==> config.mk <==
export PLATFORM = sky130hd
export DESIGN_NAME = char_lcd_write_controller_flat
export DESIGN_NICKNAME = d
export VERILOG_FILES = /design/src/hw/rtl/clcd_pkg.sv /design/src/hw/rtl/clcd_req_if.sv /design/src/hw/rtl/clcd_rsp_if.sv /design/src/hw/rtl/char_lcd_write_controller.sv /design/src/hw/rtl/clcd_front.sv /design/src/hw/rtl/clcd_queue.sv /design/src/hw/rtl/clcd_back.sv /design/src/flat_wrapper.sv
export SDC_FILE = /design/constraint.sdc
export NUM_CORES = 1
export LEC_CHECK = 0
export ABC_AREA = 1
export BUFFER_PORTS_ARGS = -buffer_cell sky130_fd_sc_hd__clkbuf_2
export CAP_MARGIN = 20
export CELL_PAD_IN_SITES_DETAIL_PLACEMENT = 0
export CELL_PAD_IN_SITES_GLOBAL_PLACEMENT = 2
export CORE_MARGIN = 2
export CORE_UTILIZATION = 34
export DETAILED_ROUTE_END_ITERATION = 10
export PLACE_DENSITY = 0.73
export SLEW_MARGIN = 30
export SYNTH_ARGS = -nofsm -noshare
export SYNTH_HDL_FRONTEND = slang
export SYNTH_SLANG_ARGS = --single-unit
==> constraint.sdc <==
create_clock -name clock -period 2.4 [get_ports clock]
set_input_delay 0.12 -clock clock [delete_from_list [all_inputs] [get_ports clock]]
set_output_delay 0.12 -clock clock [all_outputs]
set_load 0.03 [all_outputs]
==> src/hw/rtl/clcd_pkg.sv <==
package clcd_pkg;

   // Saturation limits for the lines_in_use and chars_per_line registers.
   localparam logic [2:0] MAX_LINES   = 3'd4;
   localparam logic [5:0] MAX_COLUMNS = 6'd40;

   localparam logic [7:0] NEWLINE_CODE = 8'd10;

   // Queue between the front and the back.
   localparam int QUEUE_DEPTH = 4;
   localparam int QUEUE_AW    = $clog2(QUEUE_DEPTH);

   // Request opcodes.
   localparam logic [1:0] OP_SHOW_CHAR   = 2'd0;
   localparam logic [1:0] OP_GO_TO_LINE  = 2'd1;
   localparam logic [1:0] OP_RAW_COMMAND = 2'd2;
   localparam logic [1:0] OP_CLEAR       = 2'd3;

   // Configuration register indexes.
   localparam logic [2:0] REG_EIGHT_BIT_BUS  = 3'd0;
   localparam logic [2:0] REG_LINES_IN_USE   = 3'd1;
   localparam logic [2:0] REG_CHARS_PER_LINE = 3'd2;
   localparam logic [2:0] REG_LINE0_ADDRESS  = 3'd3;
   localparam logic [2:0] REG_LINE1_ADDRESS  = 3'd4;
   localparam logic [2:0] REG_LINE2_ADDRESS  = 3'd5;
   localparam logic [2:0] REG_LINE3_ADDRESS  = 3'd6;

   // Register select values on the panel bus.
   localparam logic RS_COMMAND = 1'b0;
   localparam logic RS_DATA    = 1'b1;

   typedef struct packed {
      logic [2:0]      lines_in_use;
      logic [5:0]      chars_per_line;
      logic [3:0][7:0] line_address;
   } cfg_type;

   // One or two bytes that a request sends, in order.
   typedef struct packed {
      logic       two_bytes;
      logic       rs0;
      logic [7:0] byte0;
      logic       rs1;
      logic [7:0] byte1;
   } job_type;

endpackage

==> src/hw/rtl/clcd_req_if.sv <==
interface clcd_req_if;
   logic       valid;
   logic       ready;
   logic [1:0] opcode;
   logic [7:0] char_code;
   logic [2:0] line_number;
   logic [7:0] command_byte;

   modport source (output valid, output opcode, output char_code, output line_number,
                   output command_byte, input ready);
   modport sink (input valid, input opcode, input char_code, input line_number,
                 input command_byte, output ready);
endinterface

==> src/hw/rtl/clcd_rsp_if.sv <==
interface clcd_rsp_if;
   logic       valid;
   logic       ready;
   logic       register_select;
   logic [7:0] bus_byte;
   logic       last_transfer;

   modport source (output valid, output register_select, output bus_byte,
                   output last_transfer, input ready);
   modport sink (input valid, input register_select, input bus_byte,
                 input last_transfer, output ready);
endinterface

==> src/hw/rtl/char_lcd_write_controller.sv <==
// Character LCD write controller: requests in, panel bus beats out.
// An emitted request is queued, then loaded into the back-end work registers.
// Throughput: one bus beat per cycle while rsp.ready is high. An emitted request
// gives 1 to 2 beats in 8-bit mode and 2 to 4 in nibble mode.
// A four-entry queue lets requests be accepted while earlier beats drain.
// Synchronous reset clears the cursor, the queue and loads register defaults.
module char_lcd_write_controller
   import clcd_pkg::*;
(
   input  logic       clock,
   input  logic       reset,
   clcd_req_if.sink   req,
   clcd_rsp_if.source rsp,
   input  logic       csr_write_enable,
   input  logic [2:0] csr_index,
   input  logic [7:0] csr_write_data
);

   logic    eight_bit_bus_ff;
   cfg_type cfg_ff;
   logic    queue_full;
   logic    push;
   job_type push_job;
   logic    pop_valid;
   logic    pop;
   job_type pop_job;

   always_ff @(posedge clock) begin
      if (reset) begin
         eight_bit_bus_ff       <= 1'b1;
         cfg_ff.lines_in_use    <= 3'd2;
         cfg_ff.chars_per_line  <= 6'd16;
         cfg_ff.line_address[0] <= 8'h80;
         cfg_ff.line_address[1] <= 8'hC0;
         cfg_ff.line_address[2] <= 8'h90;
         cfg_ff.line_address[3] <= 8'hD0;
      end else if (csr_write_enable) begin
         unique case (csr_index)
            REG_EIGHT_BIT_BUS:  eight_bit_bus_ff       <= csr_write_data[0];
            REG_LINES_IN_USE:   cfg_ff.lines_in_use    <= csr_write_data[2:0];
            REG_CHARS_PER_LINE: cfg_ff.chars_per_line  <= csr_write_data[5:0];
            REG_LINE0_ADDRESS:  cfg_ff.line_address[0] <= csr_write_data;
            REG_LINE1_ADDRESS:  cfg_ff.line_address[1] <= csr_write_data;
            REG_LINE2_ADDRESS:  cfg_ff.line_address[2] <= csr_write_data;
            REG_LINE3_ADDRESS:  cfg_ff.line_address[3] <= csr_write_data;
            default: begin
            end
         endcase
      end
   end

   clcd_front u_front (
      .clock      (clock),
      .reset      (reset),
      .cfg        (cfg_ff),
      .req        (req),
      .queue_full (queue_full),
      .push       (push),
      .push_job   (push_job)
   );

   clcd_queue u_queue (
      .clock     (clock),
      .reset     (reset),
      .push      (push),
      .push_job  (push_job),
      .full      (queue_full),
      .pop_valid (pop_valid),
      .pop       (pop),
      .pop_job   (pop_job)
   );

   clcd_back u_back (
      .clock         (clock),
      .reset         (reset),
      .eight_bit_bus (eight_bit_bus_ff),
      .job_valid     (pop_valid),
      .job           (pop_job),
      .pop           (pop),
      .rsp           (rsp)
   );

endmodule

==> src/hw/rtl/clcd_front.sv <==
module clcd_front
   import clcd_pkg::*;
(
   input  logic          clock,
   input  logic          reset,
   input  cfg_type       cfg,
   clcd_req_if.sink      req,
   input  logic          queue_full,
   output logic          push,
   output job_type       push_job
);

   logic [1:0] line_ff, line_in;
   logic [5:0] column_ff, column_in;
   logic [2:0] eff_lines;
   logic [5:0] eff_chars;
   logic [2:0] line_inc;
   logic [1:0] wrap_line;
   logic       is_newline;
   logic       wrap;
   logic       emit;
   logic       accept;
   job_type    job;

   assign eff_lines = (cfg.lines_in_use > MAX_LINES) ? MAX_LINES : cfg.lines_in_use;
   assign eff_chars = (cfg.chars_per_line > MAX_COLUMNS) ? MAX_COLUMNS : cfg.chars_per_line;

   // A wrap past the last line in use lands on line 0.
   assign line_inc  = {1'b0, line_ff} + 3'd1;
   assign wrap_line = (line_inc >= eff_lines) ? 2'd0 : line_inc[1:0];

   assign is_newline = (req.char_code == NEWLINE_CODE);
   assign wrap       = (column_ff >= eff_chars) || is_newline;

   always_comb begin
      job       = '0;
      emit      = 1'b0;
      line_in   = line_ff;
      column_in = column_ff;
      unique case (req.opcode)
         OP_SHOW_CHAR: begin
            emit = 1'b1;
            if (wrap) begin
               job.rs0   = RS_COMMAND;
               job.byte0 = cfg.line_address[wrap_line];
               line_in   = wrap_line;
               column_in = 6'd0;
            end
            if (!is_newline) begin
               column_in = (wrap ? 6'd0 : column_ff) + 6'd1;
               if (wrap) begin
                  job.two_bytes = 1'b1;
                  job.rs1       = RS_DATA;
                  job.byte1     = req.char_code;
               end else begin
                  job.rs0   = RS_DATA;
                  job.byte0 = req.char_code;
               end
            end
         end
         OP_GO_TO_LINE: begin
            if (req.line_number < eff_lines) begin
               emit      = 1'b1;
               job.rs0   = RS_COMMAND;
               job.byte0 = cfg.line_address[req.line_number[1:0]];
               line_in   = req.line_number[1:0];
               column_in = 6'd0;
            end
         end
         OP_RAW_COMMAND: begin
            emit      = 1'b1;
            job.rs0   = RS_COMMAND;
            job.byte0 = req.command_byte;
         end
         OP_CLEAR: begin
            emit      = 1'b1;
            job.rs0   = RS_COMMAND;
            job.byte0 = req.command_byte;
            if (eff_lines != 3'd0) begin
               job.two_bytes = 1'b1;
               job.rs1       = RS_COMMAND;
               job.byte1     = cfg.line_address[0];
               line_in       = 2'd0;
               column_in     = 6'd0;
            end
         end
         default: begin
            emit = 1'b0;
         end
      endcase
   end

   assign req.ready = !queue_full;
   assign accept    = req.valid && req.ready;
   assign push      = accept && emit;
   assign push_job  = job;

   always_ff @(posedge clock) begin
      if (reset) begin
         line_ff   <= 2'd0;
         column_ff <= 6'd0;
      end else if (accept) begin
         line_ff   <= line_in;
         column_ff <= column_in;
      end
   end

endmodule

==> src/hw/rtl/clcd_queue.sv <==
module clcd_queue
   import clcd_pkg::*;
(
   input  logic    clock,
   input  logic    reset,
   input  logic    push,
   input  job_type push_job,
   output logic    full,
   output logic    pop_valid,
   input  logic    pop,
   output job_type pop_job
);

   job_type             slot_ff [QUEUE_DEPTH];
   logic [QUEUE_AW-1:0] wr_ptr_ff, rd_ptr_ff;
   logic [QUEUE_AW:0]   count_ff;
   logic                do_push, do_pop;

   assign full      = (count_ff == (QUEUE_AW+1)'(QUEUE_DEPTH));
   assign pop_valid = (count_ff != '0);
   assign pop_job   = slot_ff[rd_ptr_ff];
   assign do_push   = push && !full;
   assign do_pop    = pop && pop_valid;

   always_ff @(posedge clock) begin
      if (do_push) begin
         slot_ff[wr_ptr_ff] <= push_job;
      end
   end

   always_ff @(posedge clock) begin
      if (reset) begin
         wr_ptr_ff <= '0;
         rd_ptr_ff <= '0;
         count_ff  <= '0;
      end else begin
         if (do_push) begin
            wr_ptr_ff <= wr_ptr_ff + QUEUE_AW'(1);
         end
         if (do_pop) begin
            rd_ptr_ff <= rd_ptr_ff + QUEUE_AW'(1);
         end
         unique case ({do_push, do_pop})
            2'b10:   count_ff <= count_ff + (QUEUE_AW+1)'(1);
            2'b01:   count_ff <= count_ff - (QUEUE_AW+1)'(1);
            default: count_ff <= count_ff;
         endcase
      end
   end

endmodule

==> src/hw/rtl/clcd_back.sv <==
module clcd_back
   import clcd_pkg::*;
(
   input  logic       clock,
   input  logic       reset,
   input  logic       eight_bit_bus,
   input  logic       job_valid,
   input  job_type    job,
   output logic       pop,
   clcd_rsp_if.source rsp
);

   logic       work_valid_ff, work_valid_in;
   job_type    job_ff;
   logic [1:0] beat_ff, last_beat_ff;
   logic       done;
   logic       byte_sel;
   logic [7:0] cur_byte;

   // The work registers are free once the last beat of the held job is taken.
   assign done = !work_valid_ff || (rsp.ready && (beat_ff == last_beat_ff));
   assign pop  = done && job_valid;
   assign work_valid_in = done ? job_valid : work_valid_ff;

   // In nibble mode each byte takes two beats, high nibble first.
   assign byte_sel = eight_bit_bus ? beat_ff[0] : beat_ff[1];
   assign cur_byte = byte_sel ? job_ff.byte1 : job_ff.byte0;

   assign rsp.valid           = work_valid_ff;
   assign rsp.register_select = byte_sel ? job_ff.rs1 : job_ff.rs0;
   assign rsp.bus_byte        = eight_bit_bus ? cur_byte
                              : (beat_ff[0] ? {cur_byte[3:0], 4'h0} : {cur_byte[7:4], 4'h0});
   assign rsp.last_transfer   = (beat_ff == last_beat_ff);

   always_ff @(posedge clock) begin
      if (reset) begin
         work_valid_ff <= 1'b0;
      end else begin
         work_valid_ff <= work_valid_in;
      end
   end

   always_ff @(posedge clock) begin
      if (pop) begin
         job_ff       <= job;
         beat_ff      <= 2'd0;
         last_beat_ff <= eight_bit_bus ? {1'b0, job.two_bytes} : {job.two_bytes, 1'b1};
      end else if (work_valid_ff && rsp.ready) begin
         beat_ff <= beat_ff + 2'd1;
      end
   end

endmodule
==> src/flat_wrapper.sv <==
// flat-port wrapper written by rule: the top's interface ports become plain ports
module char_lcd_write_controller_flat import clcd_pkg::*;
  (clock, reset, csr_write_enable, csr_index, csr_write_data, req_valid, req_opcode, req_char_code, req_line_number, req_command_byte, req_ready, rsp_valid, rsp_register_select, rsp_bus_byte, rsp_last_transfer, rsp_ready);
  clcd_req_if req_i ();
  clcd_rsp_if rsp_i ();
  input  logic clock;
  input  logic reset;
  input  logic csr_write_enable;
  input  logic [2:0] csr_index;
  input  logic [7:0] csr_write_data;
  input wire logic [$bits(req_i.valid)-1:0] req_valid;
  input wire logic [$bits(req_i.opcode)-1:0] req_opcode;
  input wire logic [$bits(req_i.char_code)-1:0] req_char_code;
  input wire logic [$bits(req_i.line_number)-1:0] req_line_number;
  input wire logic [$bits(req_i.command_byte)-1:0] req_command_byte;
  output wire logic [$bits(req_i.ready)-1:0] req_ready;
  output wire logic [$bits(rsp_i.valid)-1:0] rsp_valid;
  output wire logic [$bits(rsp_i.register_select)-1:0] rsp_register_select;
  output wire logic [$bits(rsp_i.bus_byte)-1:0] rsp_bus_byte;
  output wire logic [$bits(rsp_i.last_transfer)-1:0] rsp_last_transfer;
  input wire logic [$bits(rsp_i.ready)-1:0] rsp_ready;
  assign req_i.valid = req_valid;
  assign req_i.opcode = req_opcode;
  assign req_i.char_code = req_char_code;
  assign req_i.line_number = req_line_number;
  assign req_i.command_byte = req_command_byte;
  assign req_ready = req_i.ready;
  assign rsp_valid = rsp_i.valid;
  assign rsp_register_select = rsp_i.register_select;
  assign rsp_bus_byte = rsp_i.bus_byte;
  assign rsp_last_transfer = rsp_i.last_transfer;
  assign rsp_i.ready = rsp_ready;
  char_lcd_write_controller u_core (.clock(clock), .reset(reset), .req(req_i), .rsp(rsp_i), .csr_write_enable(csr_write_enable), .csr_index(csr_index), .csr_write_data(csr_write_data));
endmodule
==> results.tsv <==
metric	value	unit
I/O Pins	49	
Power Total	8.965	mW
Final nets	969	
P&R area growth vs syn	23.89	%
RSZ-0062 raised after global routing	true	
Starting Density	34.40	%
DP HPWL	13810	um
gr usage total	16.87	%
# setup viols final	30	
Synth Flop Type	edfxtp_1	
max-slew violation count	0	
cell area after synthesis	7438	sq um
EDFF count, synth	96	
die area	23080	sq um
post-synthesis net count	877	
Final ANT Viol Nets	0	
DR vias	5822	
GPL Wtd Cong	0.7836	
top post-synthesis cells by area	edfxtp_1, dfxtp_1, o21ai_0, nand2_1, nor2_1	
skew final	0.01108	ns
P per Cell Area	972.8	nW/um^2
CTS Buf Count	17	
crit end category	flip-flop	
row cnt	54	
synth unique cells	40	
clock root buffer	clkbuf_16	
kind of start point of the critical path	flip-flop	
Peak supply drop	0.4969	mV
Filler cells	2134	
First-pass DRT Iterations	5	
Worst Tran Pin Value	0.6147	ns
drc violations	0	
Post-synth top cells	nand2_1, nor2_1, o21ai_0	
Vert. Die Dim	151.9	um
most common cell in the netlist	nand2_1	
clock slew at reported path FFs	0.07	ns
hold_ws	0.01193	ns
register area	4128	sq um
Lkg Pwr	3.690	nW
Mapped Cells	816	
share of the synthesized area in the top cell type	38.76	%
fin crit share	105.2	%
Max clock buf depth	2	
htree depth	4	
DR WL/cell	15.95	um
largest net degree at the start of global routing	44	
vias in the first global route	5496	
max_cap viols	0	
FFs w/ async S/R, synth	0	%
post-synthesis sequential area ratio	55.44	%
GRT overflow	0	
Tmin final	2.526	ns
kind of critical path	reg2reg	
initial antenna violation count	0	
WL final	19150	um
first-pass GRT wire length	30490	um
1st-iter DRT viols	276	
critical path peak fanout	4	
share of cells above drive strength 1	21.61	%
Ys Warns	0	
vias per cell	4.848	
core area	21620	sq um
slew margin rel.	58.98	%
dpl ws	-0.1035	ns
Worst EP required	2.59	ns
syn_area_per_cell	9.116	sq um
worst setup margin	-0.1259	ns
Sink Count	158	
status	finished, violations left	
violated checks	setup timing	
Final Hold Viols	0	
number of I/O port buffers	48	
Clock Latency Late Sink	0.43	ns
CTS tree	yes	
register bit total from synthesis	158	
Achievable Freq	395.9	MHz
die width	151.9	um
Yosys top cell by area	edfxtp_1	
Multi-input gate area	3092	sq um
arrival time at the worst endpoint	2.71	ns
Antenna Cells	0	
Hold/Removal Path Class	in2reg	
==> layout by cell type, fill, tap and decap left out, types with 25 or more instances in the layout <==
| master | count |
|---|---|
| o22ai_1 | 25 |
| clkbuf_2 | 48 |
| inv_1 | 77 |
| nand2_1 | 114 |
| dfxtp_1 | 59 |
| o21ai_0 | 90 |
| nand3_1 | 36 |
| nor2_1 | 104 |
| edfxtp_1 | 96 |
| a21oi_1 | 56 |
| buf_4 | 43 |
==> critical path, cell delays in order (launching register included) <==
cell     delay [ns]
dfxtp_2        0.32
o31a_1         0.29
o21ai_2        0.18
inv_2          0.08
nor2_4         0.12
ha_4           0.21
nand2_2        0.07
nand2_2        0.06
a21oi_4        0.19
buf_4          0.14
nand2_2        0.07
nand4_1        0.16
buf_4          0.18
o22ai_1        0.07
buf_4          0.16
==> final cells by class <==
class	count	share of cell area, %
timing repair buffer	101	7.862
clock buffer	17	4.616
clock inverter	15	1.752
multi-input combinational	543	33.55
tap	280	3.802
sequential	158	44.79
inverter	87	3.625
==> registers in the layout (all words and copies together) (netlist names), named ones only <==
name	count
u_core.u_queue.slot_ff	76
u_core.cfg_ff	41
u_core.u_back.job_ff	18
u_core.u_front.column_ff	6
u_core.u_queue.count_ff	3
u_core.u_back.beat_ff	2
u_core.u_back.last_beat_ff	2
u_core.u_front.line_ff	2
u_core.u_queue.rd_ptr_ff	2
u_core.u_queue.wr_ptr_ff	2
u_core.eight_bit_bus_ff	1
u_core.u_back.rsp.valid	1
==> path summary, 6_finish.rpt <==
kind | start | endpoint | cells after the start | slack (ns)
hold / removal | csr_write_data[4] | u_core.cfg_ff[36] | 3 | 0.01
setup reg to reg | u_core.cfg_ff[34] | u_core.u_queue.slot_ff[2][5] | 14 | -0.13
setup / recovery | u_core.cfg_ff[34] | u_core.u_queue.slot_ff[2][5] | 14 | -0.13
hold reg to reg | u_core.u_queue.rd_ptr_ff[1] | flip-flop | 2 | 0.47
==> kinds of logic (layout without fill, tap and decap cells) <==
family | after synthesis | count (layout) | synth area share [%]
fa+ha+maj | 24 | 24 | 4.138
xor+xnor | 3 | 3 | 0.3533
flops | 158 | 158 | 55.44
simple gates | 295 | 295 | 17.16
compound gates | 216 | 216 | 16.08
buf+inv | 115 | 220 | 6.140
mux | 5 | 5 | 0.6897
==> metrics by stage <==
stage	std cells	utilization [%]	area, sq um	setup TNS [ns]
6_report	1201	42.62	9215	-2.585
3_3_place_gp	1155	38.21	8260	-0.4143
3_5_place_dp	1155	38.21	8260	-1.429
2_1_floorplan	816	-	7445	-6.360
5_1_grt	1201	42.62	9215	-9.194
4_1_cts	1192	41.27	8922	-1.074
==> power breakdown <==
group	total (mW)	internal [mW]	switching, mW
Sequential	3.58	3.42	0.157
Clock	2.67	1.40	1.27
Combinational	2.72	0.911	1.81
Total	8.96	5.73	3.23
==> timing repair <==
action	CTS	global route
setup buffers	2	9
hold buffers	3	0
hold endpoints to repair	8	0
resized for setup	12	51
endpoints found under the setup margin	64	81
pin swaps	1	26
==> routing by layer <==
metal  up-vias  part of all wire (%)  GRT usage, %
met5         -                     0             0
li1       3006                     -             -
met3        18                   3.4         3.137
met1      2699                    47         22.61
met4         0                   1.1         5.118
met2        99                    49         27.86
(Power assumes the default switching activity.)
